==> config.mk <==
export PLATFORM = sky130hd
export DESIGN_NAME = ddo_ctrl
export DESIGN_NICKNAME = d
export VERILOG_FILES = /design/src/hw/rtl/ddo_pkg.sv /design/src/hw/rtl/ddo_ctrl.sv
export SDC_FILE = /design/constraint.sdc
export NUM_CORES = 1
export LEC_CHECK = 0
export BUFFER_PORTS_ARGS = -buffer_cell sky130_fd_sc_hd__buf_4
export CAP_MARGIN = 5
export CELL_PAD_IN_SITES_DETAIL_PLACEMENT = 2
export CELL_PAD_IN_SITES_GLOBAL_PLACEMENT = 2
export CORE_MARGIN = 3
export CORE_UTILIZATION = 31
export CTS_CLUSTER_DIAMETER = 200
export DETAILED_ROUTE_END_ITERATION = 7
export GPL_TIMING_DRIVEN = 0
export PLACE_DENSITY_LB_ADDON = 0.08
export SYNTH_ARGS = -nofsm -noshare
export SYNTH_HDL_FRONTEND = slang
export SYNTH_SLANG_ARGS = --single-unit
==> constraint.sdc <==
create_clock -name clk -period 2.3 [get_ports clk]
set_input_delay 0.345 -clock clk [delete_from_list [all_inputs] [get_ports clk]]
set_output_delay 0.345 -clock clk [all_outputs]
set_load 0.02 [all_outputs]
==> src/hw/rtl/ddo_pkg.sv <==
// ----------------------------------------------------------------------------
// Odometry package
// Types, constants and the sequencer program shared by the odometry modules.
// ----------------------------------------------------------------------------
`default_nettype none

package ddo_pkg;

	localparam int DEF_COUNT_BITS    = 32;
	localparam int DEF_POS_FRAC_BITS = 16;

	localparam int POS_W  = 40;
	localparam int ANG_W  = 32;
	localparam int CFG_W  = 24;

	localparam logic [CFG_W-1:0] MPT_RESET = 24'd42425;
	localparam logic [CFG_W-1:0] APM_RESET = 24'd3210176;

	localparam logic REG_MPT = 1'b0;
	localparam logic REG_APM = 1'b1;

	// pi/2 in Q1.30
	localparam logic [31:0] HALF_PI_Q30 = 32'd1686629713;

	// floor(2^34 / d) reciprocals for the series divisions
	localparam logic [31:0] RECIP_42 = 32'((64'd1 << 34) / 42);
	localparam logic [31:0] RECIP_20 = 32'((64'd1 << 34) / 20);
	localparam logic [31:0] RECIP_6  = 32'((64'd1 << 34) / 6);
	localparam logic [31:0] RECIP_56 = 32'((64'd1 << 34) / 56);
	localparam logic [31:0] RECIP_30 = 32'((64'd1 << 34) / 30);
	localparam logic [31:0] RECIP_12 = 32'((64'd1 << 34) / 12);

	localparam logic [5:0] SEQ_LAST = 6'd35;

	typedef enum logic [4:0] {
		U_NOP, U_ML, U_MR, U_DS, U_P0, U_P1, U_MID, U_A, U_A2, U_A2L,
		U_DMA2, U_DMP, U_FXS, U_FXC, U_MA2S, U_MA2C, U_MAS, U_SLD, U_CLAST,
		U_QUAD, U_XH, U_XL, U_XA, U_YH, U_YL, U_YA
	} uop_t;

	typedef enum logic [2:0] {
		D_42, D_20, D_6, D_56, D_30, D_12
	} dsel_t;

	typedef struct packed {
		uop_t  uop;
		dsel_t dsel;
	} step_t;

	typedef struct packed {
		logic  start;
		logic  out_load;
		step_t step;
	} cmd_t;

	function automatic logic [5:0] div_const(input dsel_t sel);
		logic [5:0] d;
		unique case (sel)
			D_42:    d = 6'd42;
			D_20:    d = 6'd20;
			D_6:     d = 6'd6;
			D_56:    d = 6'd56;
			D_30:    d = 6'd30;
			D_12:    d = 6'd12;
			default: d = 6'd42;
		endcase
		return d;
	endfunction

	function automatic logic [31:0] recip(input dsel_t sel);
		logic [31:0] m;
		unique case (sel)
			D_42:    m = RECIP_42;
			D_20:    m = RECIP_20;
			D_6:     m = RECIP_6;
			D_56:    m = RECIP_56;
			D_30:    m = RECIP_30;
			D_12:    m = RECIP_12;
			default: m = RECIP_42;
		endcase
		return m;
	endfunction

	// sequencer program for one update item
	function automatic step_t seq_step(input logic [5:0] idx);
		step_t s;
		s.dsel = D_42;
		unique case (idx)
			6'd0:    s.uop = U_ML;
			6'd1:    s.uop = U_MR;
			6'd2:    s.uop = U_DS;
			6'd3:    s.uop = U_P0;
			6'd4:    s.uop = U_P1;
			6'd5:    s.uop = U_MID;
			6'd6:    s.uop = U_A;
			6'd7:    s.uop = U_A2;
			6'd8:    s.uop = U_A2L;
			6'd9:    s.uop = U_DMA2;
			6'd10:   s.uop = U_FXS;
			6'd11:   s.uop = U_MA2S;
			6'd12:   begin s.uop = U_DMP;  s.dsel = D_20; end
			6'd13:   begin s.uop = U_FXS;  s.dsel = D_20; end
			6'd14:   s.uop = U_MA2S;
			6'd15:   begin s.uop = U_DMP;  s.dsel = D_6; end
			6'd16:   begin s.uop = U_FXS;  s.dsel = D_6; end
			6'd17:   s.uop = U_MAS;
			6'd18:   s.uop = U_SLD;
			6'd19:   begin s.uop = U_DMA2; s.dsel = D_56; end
			6'd20:   begin s.uop = U_FXC;  s.dsel = D_56; end
			6'd21:   s.uop = U_MA2C;
			6'd22:   begin s.uop = U_DMP;  s.dsel = D_30; end
			6'd23:   begin s.uop = U_FXC;  s.dsel = D_30; end
			6'd24:   s.uop = U_MA2C;
			6'd25:   begin s.uop = U_DMP;  s.dsel = D_12; end
			6'd26:   begin s.uop = U_FXC;  s.dsel = D_12; end
			6'd27:   s.uop = U_MA2C;
			6'd28:   s.uop = U_CLAST;
			6'd29:   s.uop = U_QUAD;
			6'd30:   s.uop = U_XH;
			6'd31:   s.uop = U_XL;
			6'd32:   s.uop = U_XA;
			6'd33:   s.uop = U_YH;
			6'd34:   s.uop = U_YL;
			6'd35:   s.uop = U_YA;
			default: s.uop = U_NOP;
		endcase
		return s;
	endfunction

endpackage

`default_nettype wire

==> src/hw/rtl/ddo_ctrl.sv <==
// ----------------------------------------------------------------------------
// Odometry controller
// Handshakes, step sequencing and result slot control.
// ----------------------------------------------------------------------------
`default_nettype none

module ddo_ctrl (
	input  logic          clk,
	input  logic          arst_n,
	input  logic          in_valid,
	output logic          in_ready,
	input  logic          op,
	output logic          out_valid,
	input  logic          out_ready,
	output ddo_pkg::cmd_t cmd
);
	import ddo_pkg::*;

	typedef enum logic [1:0] {S_IDLE, S_CALC, S_FIN} state_t;

	state_t     state_q;
	logic [5:0] step_q;
	logic       out_valid_q;
	logic       accept;
	logic       out_free;

	assign in_ready  = (state_q == S_IDLE);
	assign accept    = in_valid & in_ready;
	assign out_free  = ~out_valid_q | out_ready;
	assign out_valid = out_valid_q;

	always_comb begin
		cmd.start    = accept;
		cmd.out_load = (state_q == S_FIN) & out_free;
		cmd.step     = (state_q == S_CALC) ? seq_step(step_q) : step_t'{U_NOP, D_42};
	end

	always_ff @(posedge clk or negedge arst_n) begin
		if (!arst_n) begin
			state_q     <= S_IDLE;
			step_q      <= '0;
			out_valid_q <= 1'b0;
		end else begin
			if (cmd.out_load)
				out_valid_q <= 1'b1;
			else if (out_ready)
				out_valid_q <= 1'b0;
			unique case (state_q)
				S_IDLE: begin
					step_q <= '0;
					if (accept)
						state_q <= op ? S_FIN : S_CALC;
				end
				S_CALC: begin
					step_q <= step_q + 6'd1;
					if (step_q == SEQ_LAST)
						state_q <= S_FIN;
				end
				S_FIN: begin
					if (out_free)
						state_q <= S_IDLE;
				end
				default: state_q <= S_IDLE;
			endcase
		end
	end

endmodule

`default_nettype wire

* Word-level counts from Yosys, hierarchy flattened
Index checks and enable logic that the tools add are counted.
** Storage, ports and cells
- Input port bits :: 5
- Logic and storage cells :: 75
- Output and inout port bits :: 12
- Register bits after elaboration :: 9
** Operators by class
- Multiplexer cells :: 11
- Equal/unequal tests :: 40
- Add/subtract/negate cells :: 1
- Bitwise logic cells :: 4
- Reductions and logical operators :: 16
** Operators by type and width (count)
- $pmux W5 S25 :: 1
- $eq A6 B5 Y1 const B :: 16
- $eq A6 B4 Y1 const B :: 8
- $eq A6 B3 Y1 const B :: 4
- $eq A6 B6 Y1 const B :: 4
- $pmux W3 S5 :: 1
- $reduce_or A2 Y1 :: 7
- $eq A6 B2 Y1 const B :: 2
- $pmux W6 S2 :: 1
- $reduce_or A3 Y1 :: 3
- $mux W2 :: 4
- $mux W8 :: 1
- $add A6 B1 Y6 const B :: 1
- $eq A6 B1 Y1 const B :: 1
- $logic_not A6 Y1 :: 1
- $pmux W2 S3 :: 1
- $ne A2 B1 Y1 const B :: 2
- $reduce_bool A2 Y1 :: 2
- $reduce_or A4 Y1 :: 1
- $reduce_and A3 Y1 :: 1
- $and A1 B1 Y1 :: 2
- $eq A2 B1 Y1 const B :: 1
- $eq A2 B2 Y1 const B :: 1
- $logic_not A2 Y1 :: 1
- 4 further kinds :: 5

* Logic depth before layout (Yosys ltp)
Gate-level depths: netlist of the first run.
- Word-level depth :: 4
- Mapped depth :: 7
- Gate-level depth less buffers :: 6

* Least setup slack after synthesis of the first run
Ideal clock, no wire load.
- Path type :: register -> output
- Start :: register step_q[0]
- End :: output cmd[5] (netlist bit)
- Data arrival time :: 1.768 ns
- Data required time :: 1.955 ns
- Buffers on the path :: 1
- Slack :: 0.187 ns
- Stages on the path, launching flop included :: 8
- Cell sequence :: dfrtp_1 -> inv_1 -> ha_1 -> buf_2 -> nor4bb_1 -> a31oi_1 -> a31o_2 -> a31oi_1
** RTL lines
- start: declaration :: RTL line ddo_ctrl.sv:22 : logic [5:0] step_q;
- start signal: assignment :: RTL line ddo_ctrl.sv:55 : step_q <= step_q + 6'd1;
- end: declaration :: RTL line ddo_ctrl.sv:15 : output ddo_pkg::cmd_t cmd

==> reports/results.tsv, run 1 <==
metric	value	unit
cp_num_buf_inv	2	
drtIter0Drc	81	
critPathLaunch	step_q[3]$_DFFE_PN0P_	
cp_slowest_stage_delay	0.46	ns
synth-xor-area-share	0.822	%
p_per_area	1160	nW/µm²
ff2ff_path_depth	6	
ant_nets	0	
grt_pass1_wl	7730	µm
cp-start-kind	flop	
r2r_end	state_q[0]$_DFFE_PN0P_	
initial_core_util	33.5	%
crit_end	cmd[5]	
dr_total_vias	1357	
critical_path_depth	6	
finalMaxSlewViolations	0	
io_buffers	16	
dpl.hpwl	3000	µm
path_cells	clkbuf_4 -> nor3_1 -> nor2_1 -> o32a_1 -> a31oi_1 -> buf_4	
finalSetupViolCount	5	
rows	20	
path_max_fanout	10	
finalHoldViolCount	0	
timing.rr.start	step_q[1]$_DFFE_PN0P_	
synth.most_common_cell	nor2_1	
clk_path_buf_depth	2	
grt_usage	24.2	%
worst_pin_slew	0.596	ns
crit_slowest_cell	dfrtp_2	
syn_to_final_growth	47.2	%
total_power	1820	µW
antenna_found_initial	0	
totalWireLength	5290	µm
synth_area_leaders	dfrtp_1 21%, nand2b_1 5.3%, o21ai_0 5.2%	
final.min_clock_period	2.40	ns
synth_cell_types	43	
yosysWarnings	0	
synth_top_cells_by_count	14 x nor2_1, 11 x o21ai_0, 10 x buf_2	
grt_pass1_vias	1429	
place_congestion	0.840	
fin_nets	187	
grt_overflow	0	
synth.ff_latch_count	9	
drc_errors	0	
fmax	0.417	GHz
slew-limit-headroom	60.3	%
synth_compound_area_share	31.9	%
synth-async-reset-ratio	100	%
worstSkewPairLatency	0.26	ns
synth_fa_ha_area_share	4.69	%
die_area	4180	µm²
htree_num_levels	1	
synth_top_area_share	21.1	%
arrival	2.06	ns
fillers	371	
final_area	1570	µm²
place_area	1240	µm²
cts_root_buf	clkbuf_4	
drt_pass1_iterations	4	
crit_required	1.96	ns
synth-main-ff-cell	dfrtp_1	
status	finished, violations left	
rsz0062_at_grt	yes	
netlist_instances	146	
grt_max_degree	11	
holdCritPathClass	input port to flop	
ios	17	
wl_per_cell	23.9	µm
ys_seq_area_share	21.1	%
violations	setup timing	
cts_made_buffers	3	
syn_area_per_cell	7.30	µm²
synthMuxAreaShare	0.939	%
drive_above_1_share	39.5	%
synth_top_family_by_area	compound AO/OA/AOI/OAI gates	
drv_cap	0	
end_kind	primary output	
crit_family	simple AND/OR/NAND/NOR gates	
critical_path_class	flop to primary output	
syn_nets	155	
synthSimpleGateAreaFrac	30.9	%
synth_top_area_cell	dfrtp_1	
reg2reg_slack	0.61	ns
clock_skew	0.00728	ns
cts_tree	built	
diodes	0	
cts.sinks	9	
viasPerCell	6.14	
synthesis.area	1070	µm²
die_w	64.6	µm
core	3180	µm²
clk_pin_slew	0.06	ns
die_h	64.6	µm
peakVddDrop	592	µV
fin_ws	-0.101	ns
post-route-period-util	104	%
synth-edff-count	0	
total_leakage_power	0.000593	µW
-- power by group --
part / internal, µW / switching, µW / leakage [µW]
logic: 607 / 795 / 0.000467
clock network: 67.0 / 59.6 / 0.0000150
registers: 210 / 77.0 / 0.000111
total: 884 / 931 / 0.000593
-- logic make-up after synthesis --
kind of cell / after synthesis
buffers and inverters: 22
muxes: 1
DFF: 9
AOI/OAI and AO/OA: 49
adders and majority gates: 4
and+or+nand+nor: 60
xor gates and xnor gates: 1
-- cell usage in the layout, fill, tap and decap left out, drive strengths merged, types with 2 or more instances in the layout --
cell type / netlist / final
buf: 12 / 33
nor2: 14 / 14
clkbuf: 4 / 13
o21ai: 12 / 12
nand2b: 9 / 9
dfrtp: 9 / 9
nand2: 8 / 8
a21oi: 8 / 8
nor3: 8 / 8
a31oi: 6 / 6
inv: 6 / 6
o32a: 4 / 4
nand3: 4 / 4
ha: 4 / 4
nor2b: 3 / 3
nand3b: 2 / 2
and3b: 2 / 2
a22oi: 2 / 2
o211ai: 2 / 2
o22ai: 2 / 2
or2: 2 / 2
a211oi: 2 / 2
a22o: 2 / 2
o221ai: 2 / 2
-- flip-flops by register name, indices dropped and copies added (netlist names) --
name,count
step_q,6
state_q,2
out_valid,1
-- worst min-delay path by stage --
stage                  start                      to  slack [ns]  cells after the start
floorplan             arst_n   out_valid$_DFFE_PN0P_        0.05                      0
global placement      arst_n   out_valid$_DFFE_PN0P_        0.17                      1
detailed placement    arst_n   step_q[4]$_DFFE_PN0P_        0.17                      1
CTS                 in_valid  state_q[0]$_DFFE_PN0P_        0.36                      2
global route        in_valid  state_q[0]$_DFFE_PN0P_        0.38                      2
finish              in_valid  state_q[0]$_DFFE_PN0P_        0.36                      2
-- layer usage --
metal / vias up / routed length [µm] / track usage (%)
li1: 597 / - / -
met1: 695 / 2330 / 31.8
met2: 59 / 2640 / 41.4
met3: 6 / 255 / 3.99
met4: 0 / 60 / 5.28
met5: - / 0 / 0
-- per-stage QoR --
step / std cells / hold WS, ns / worst slack (ns) / utilization (%) / TNS [ns]
floorplan: 146 / 0.0494 / 0.187 / - / 0
finish: 221 / 0.361 / -0.101 / 49.4 / -0.259
detailed placement: 206 / 0.172 / -0.0837 / 39.1 / -0.143
CTS: 219 / 0.360 / -0.0308 / 46.2 / -0.0753
global route: 221 / 0.384 / -0.178 / 49.4 / -0.893
global placement: 206 / 0.172 / -0.0637 / 39.1 / -0.0637
-- layout make-up --
type	count	area [µm²]	area share, %
plain buffers	15	114	7.26
well taps	44	55.1	3.51
clock buffers	4	26.3	1.67
inverters	6	27.5	1.75
multi-input cells	115	871	55.5
repair buffers	28	244	15.6
flip-flops and latches	9	231	14.8
-- repair_timing --
item,4_1_cts,5_1_grt
gates cloned,0,0
gates resized for setup,32,23
hold buffers,1,0
setup buffers,8,3
endpoints found under the hold margin,9,0
setup endpoints to repair,8,7
pin swaps,6,6
Power figures use the tool's default switching activity.
==> inputs of run 2 (changes only) <==
Settings changed: MAX_ROUTING_LAYER from default to met4.
==> reports/results.tsv, run 2 (synthesis results as in run 1) <==
metric	value	unit	change
layout_common_cells	26 x buf_4, 12 x nor2_1, 9 x nand2b_1		
post-route-period-util	104	%	-0.54 points
mostFrequentLayoutCell	buf_4		
drt_pass1_iterations	4		unchanged
place_area	1240	µm²	unchanged
holdCritPathClass	input port to flop		
total_leakage_power	0.000598	µW	+0.81%
die_h	64.6	µm	unchanged
htree_num_levels	1		unchanged
rows	20		unchanged
cts_root_buf	clkbuf_4		
grt_usage	24.9	%	+0.69 points
drv_cap	0		unchanged
drive_above_1_share	39.9	%	+0.34 points
final_area	1570	µm²	about the same
swShare	50.9	%	-0.43 points
initial_core_util	33.5	%	unchanged
p_seq_share	15.8	%	about the same
violations	setup timing		
worst_pin_slew	0.605	ns	+0.00892 ns
io_buffers	16		unchanged
status	finished, violations left		
die_area	4180	µm²	unchanged
fmax	0.419	GHz	+0.52%
largest_reg_flops	6		unchanged
viasPerCell	5.94		-3.3%
syn_to_final_growth	47.3	%	about the same
grt_pass1_vias	1422		-0.49%
worstSkewPairLatency	0.26	ns	about the same
antenna_found_initial	0		unchanged
p_sw	911	µW	-2.1%
totalWireLength	5080	µm	-4.1%
p_int	880	µW	-0.44%
core	3180	µm²	unchanged
finalSetupViolCount	4		-1
critical_path_class	flop to primary output		
grt_max_degree	11		unchanged
grt_overflow	0		unchanged
clk_pin_slew	0.06	ns	about the same
crit_required	1.96	ns	about the same
drc_errors	0		unchanged
fin_ws	-0.0882	ns	+0.0125 ns
cts.sinks	9		unchanged
drtIter0Drc	67		-17%
finalMaxSlewViolations	0		unchanged
die_w	64.6	µm	unchanged
grt_pass1_wl	7750	µm	+0.26%
cts_made_buffers	3		unchanged
diodes	0		unchanged
p_per_area	1140	nW/µm²	-1.4%
peakVddDrop	571	µV	-3.6%
cp-start-kind	flop		
cts_tree	built		
fin_nets	188		+0.53%
top_register	step_q		
clock_skew	0.00199	ns	-0.00529 ns
clk_path_buf_depth	2		unchanged
ios	17		unchanged
final.min_clock_period	2.39	ns	-0.0125 ns
slew-limit-headroom	59.7	%	-0.59 points
dr_total_vias	1318		-2.9%
arrival	2.04	ns	-0.02 ns
p_clk_share	6.9	%	about the same
ant_nets	0		unchanged
hold_ws	0.362	ns	+0.000529 ns
dpl.hpwl	3000	µm	unchanged
rsz0062_at_grt	yes		
p_comb_share	77.3	%	about the same
place_ws	-0.0837	ns	unchanged
place_congestion	0.854		+1.6%
wl_per_cell	22.9	µm	-4.5%
finalHoldViolCount	0		unchanged
path_max_fanout	4		-6
end_kind	primary output		
==> run 2: path summary, 6_finish.rpt <==
kind,endpoint,depth (start not counted),start,slack (ns)
min in group asynchronous,state_q[0]$_DFFE_PN0P_,2,arst_n,0.49
worst min-delay path,state_q[0]$_DFFE_PN0P_,2,in_valid,0.36
max in group asynchronous,step_q[2]$_DFFE_PN0P_,2,arst_n,1.66
worst min register to register,out_valid$_DFFE_PN0P_,2,out_valid$_DFFE_PN0P_,0.62
worst max-delay path,cmd[6],7,step_q[1]$_DFFE_PN0P_,-0.09
worst max register to register,state_q[1]$_DFFE_PN0P_,4,step_q[3]$_DFFE_PN0P_,0.58
==> run 2: cell type report <==
cell class | instances | area, µm²
fill | 372 | 1610
multi-input combinational | 115 | 868
timing repair buffer | 29 | 248
sequential | 9 | 231
buffer | 15 | 114
tap | 44 | 55.1
inverter | 6 | 27.5
clock buffer | 4 | 26.3
==> run 2: per-stage QoR <==
stage          instances  TNS, ns  total power (µW)  utilization (%)
4_1_cts              219  -0.0753              1580             46.2
3_3_place_gp         206  -0.0637              1140             39.1
2_1_floorplan        146        0               880                -
6_report             222   -0.240              1790             49.4
5_1_grt              222   -0.749              1920             49.4
3_5_place_dp         206   -0.143              1180             39.1
==> run 2: what timing repair did <==
item / in CTS / in global routing
hold endpoints to repair: 9 / 0
resized for setup: 32 / 24
hold buffers: 1 / 0
pin swaps: 6 / 6
setup buffers: 8 / 4
setup endpoints to repair: 8 / 7
==> run 2: critical path, stage by stage, from the launching register on <==
cell     delay, ns
dfrtp_2       0.47
inv_4         0.10
ha_4          0.17
nor3_1        0.09
o32a_1        0.35
a31o_4        0.25
a31oi_1       0.18
buf_4         0.17
==> run 2: power by group through the flow <==
stage                     clock [µW]  combinational (µW)  sequential (µW)
after global placement             0                 888              256
after CTS                        123                1180              273
after floorplan                    0                 626              254
after global routing             137                1500              292
final                            123                1390              283
after detailed placement           0                 919              261
==> run 2: layer usage <==
metal  vias to the layer above  GRT usage, %  part of all wire, %
li1                        601             -                    -
met1                       673          32.5                   46
met2                        38          41.1                   49
met3                         6          3.47                  3.9
met4                         0          5.28                 0.93
met5                         -             -                    0
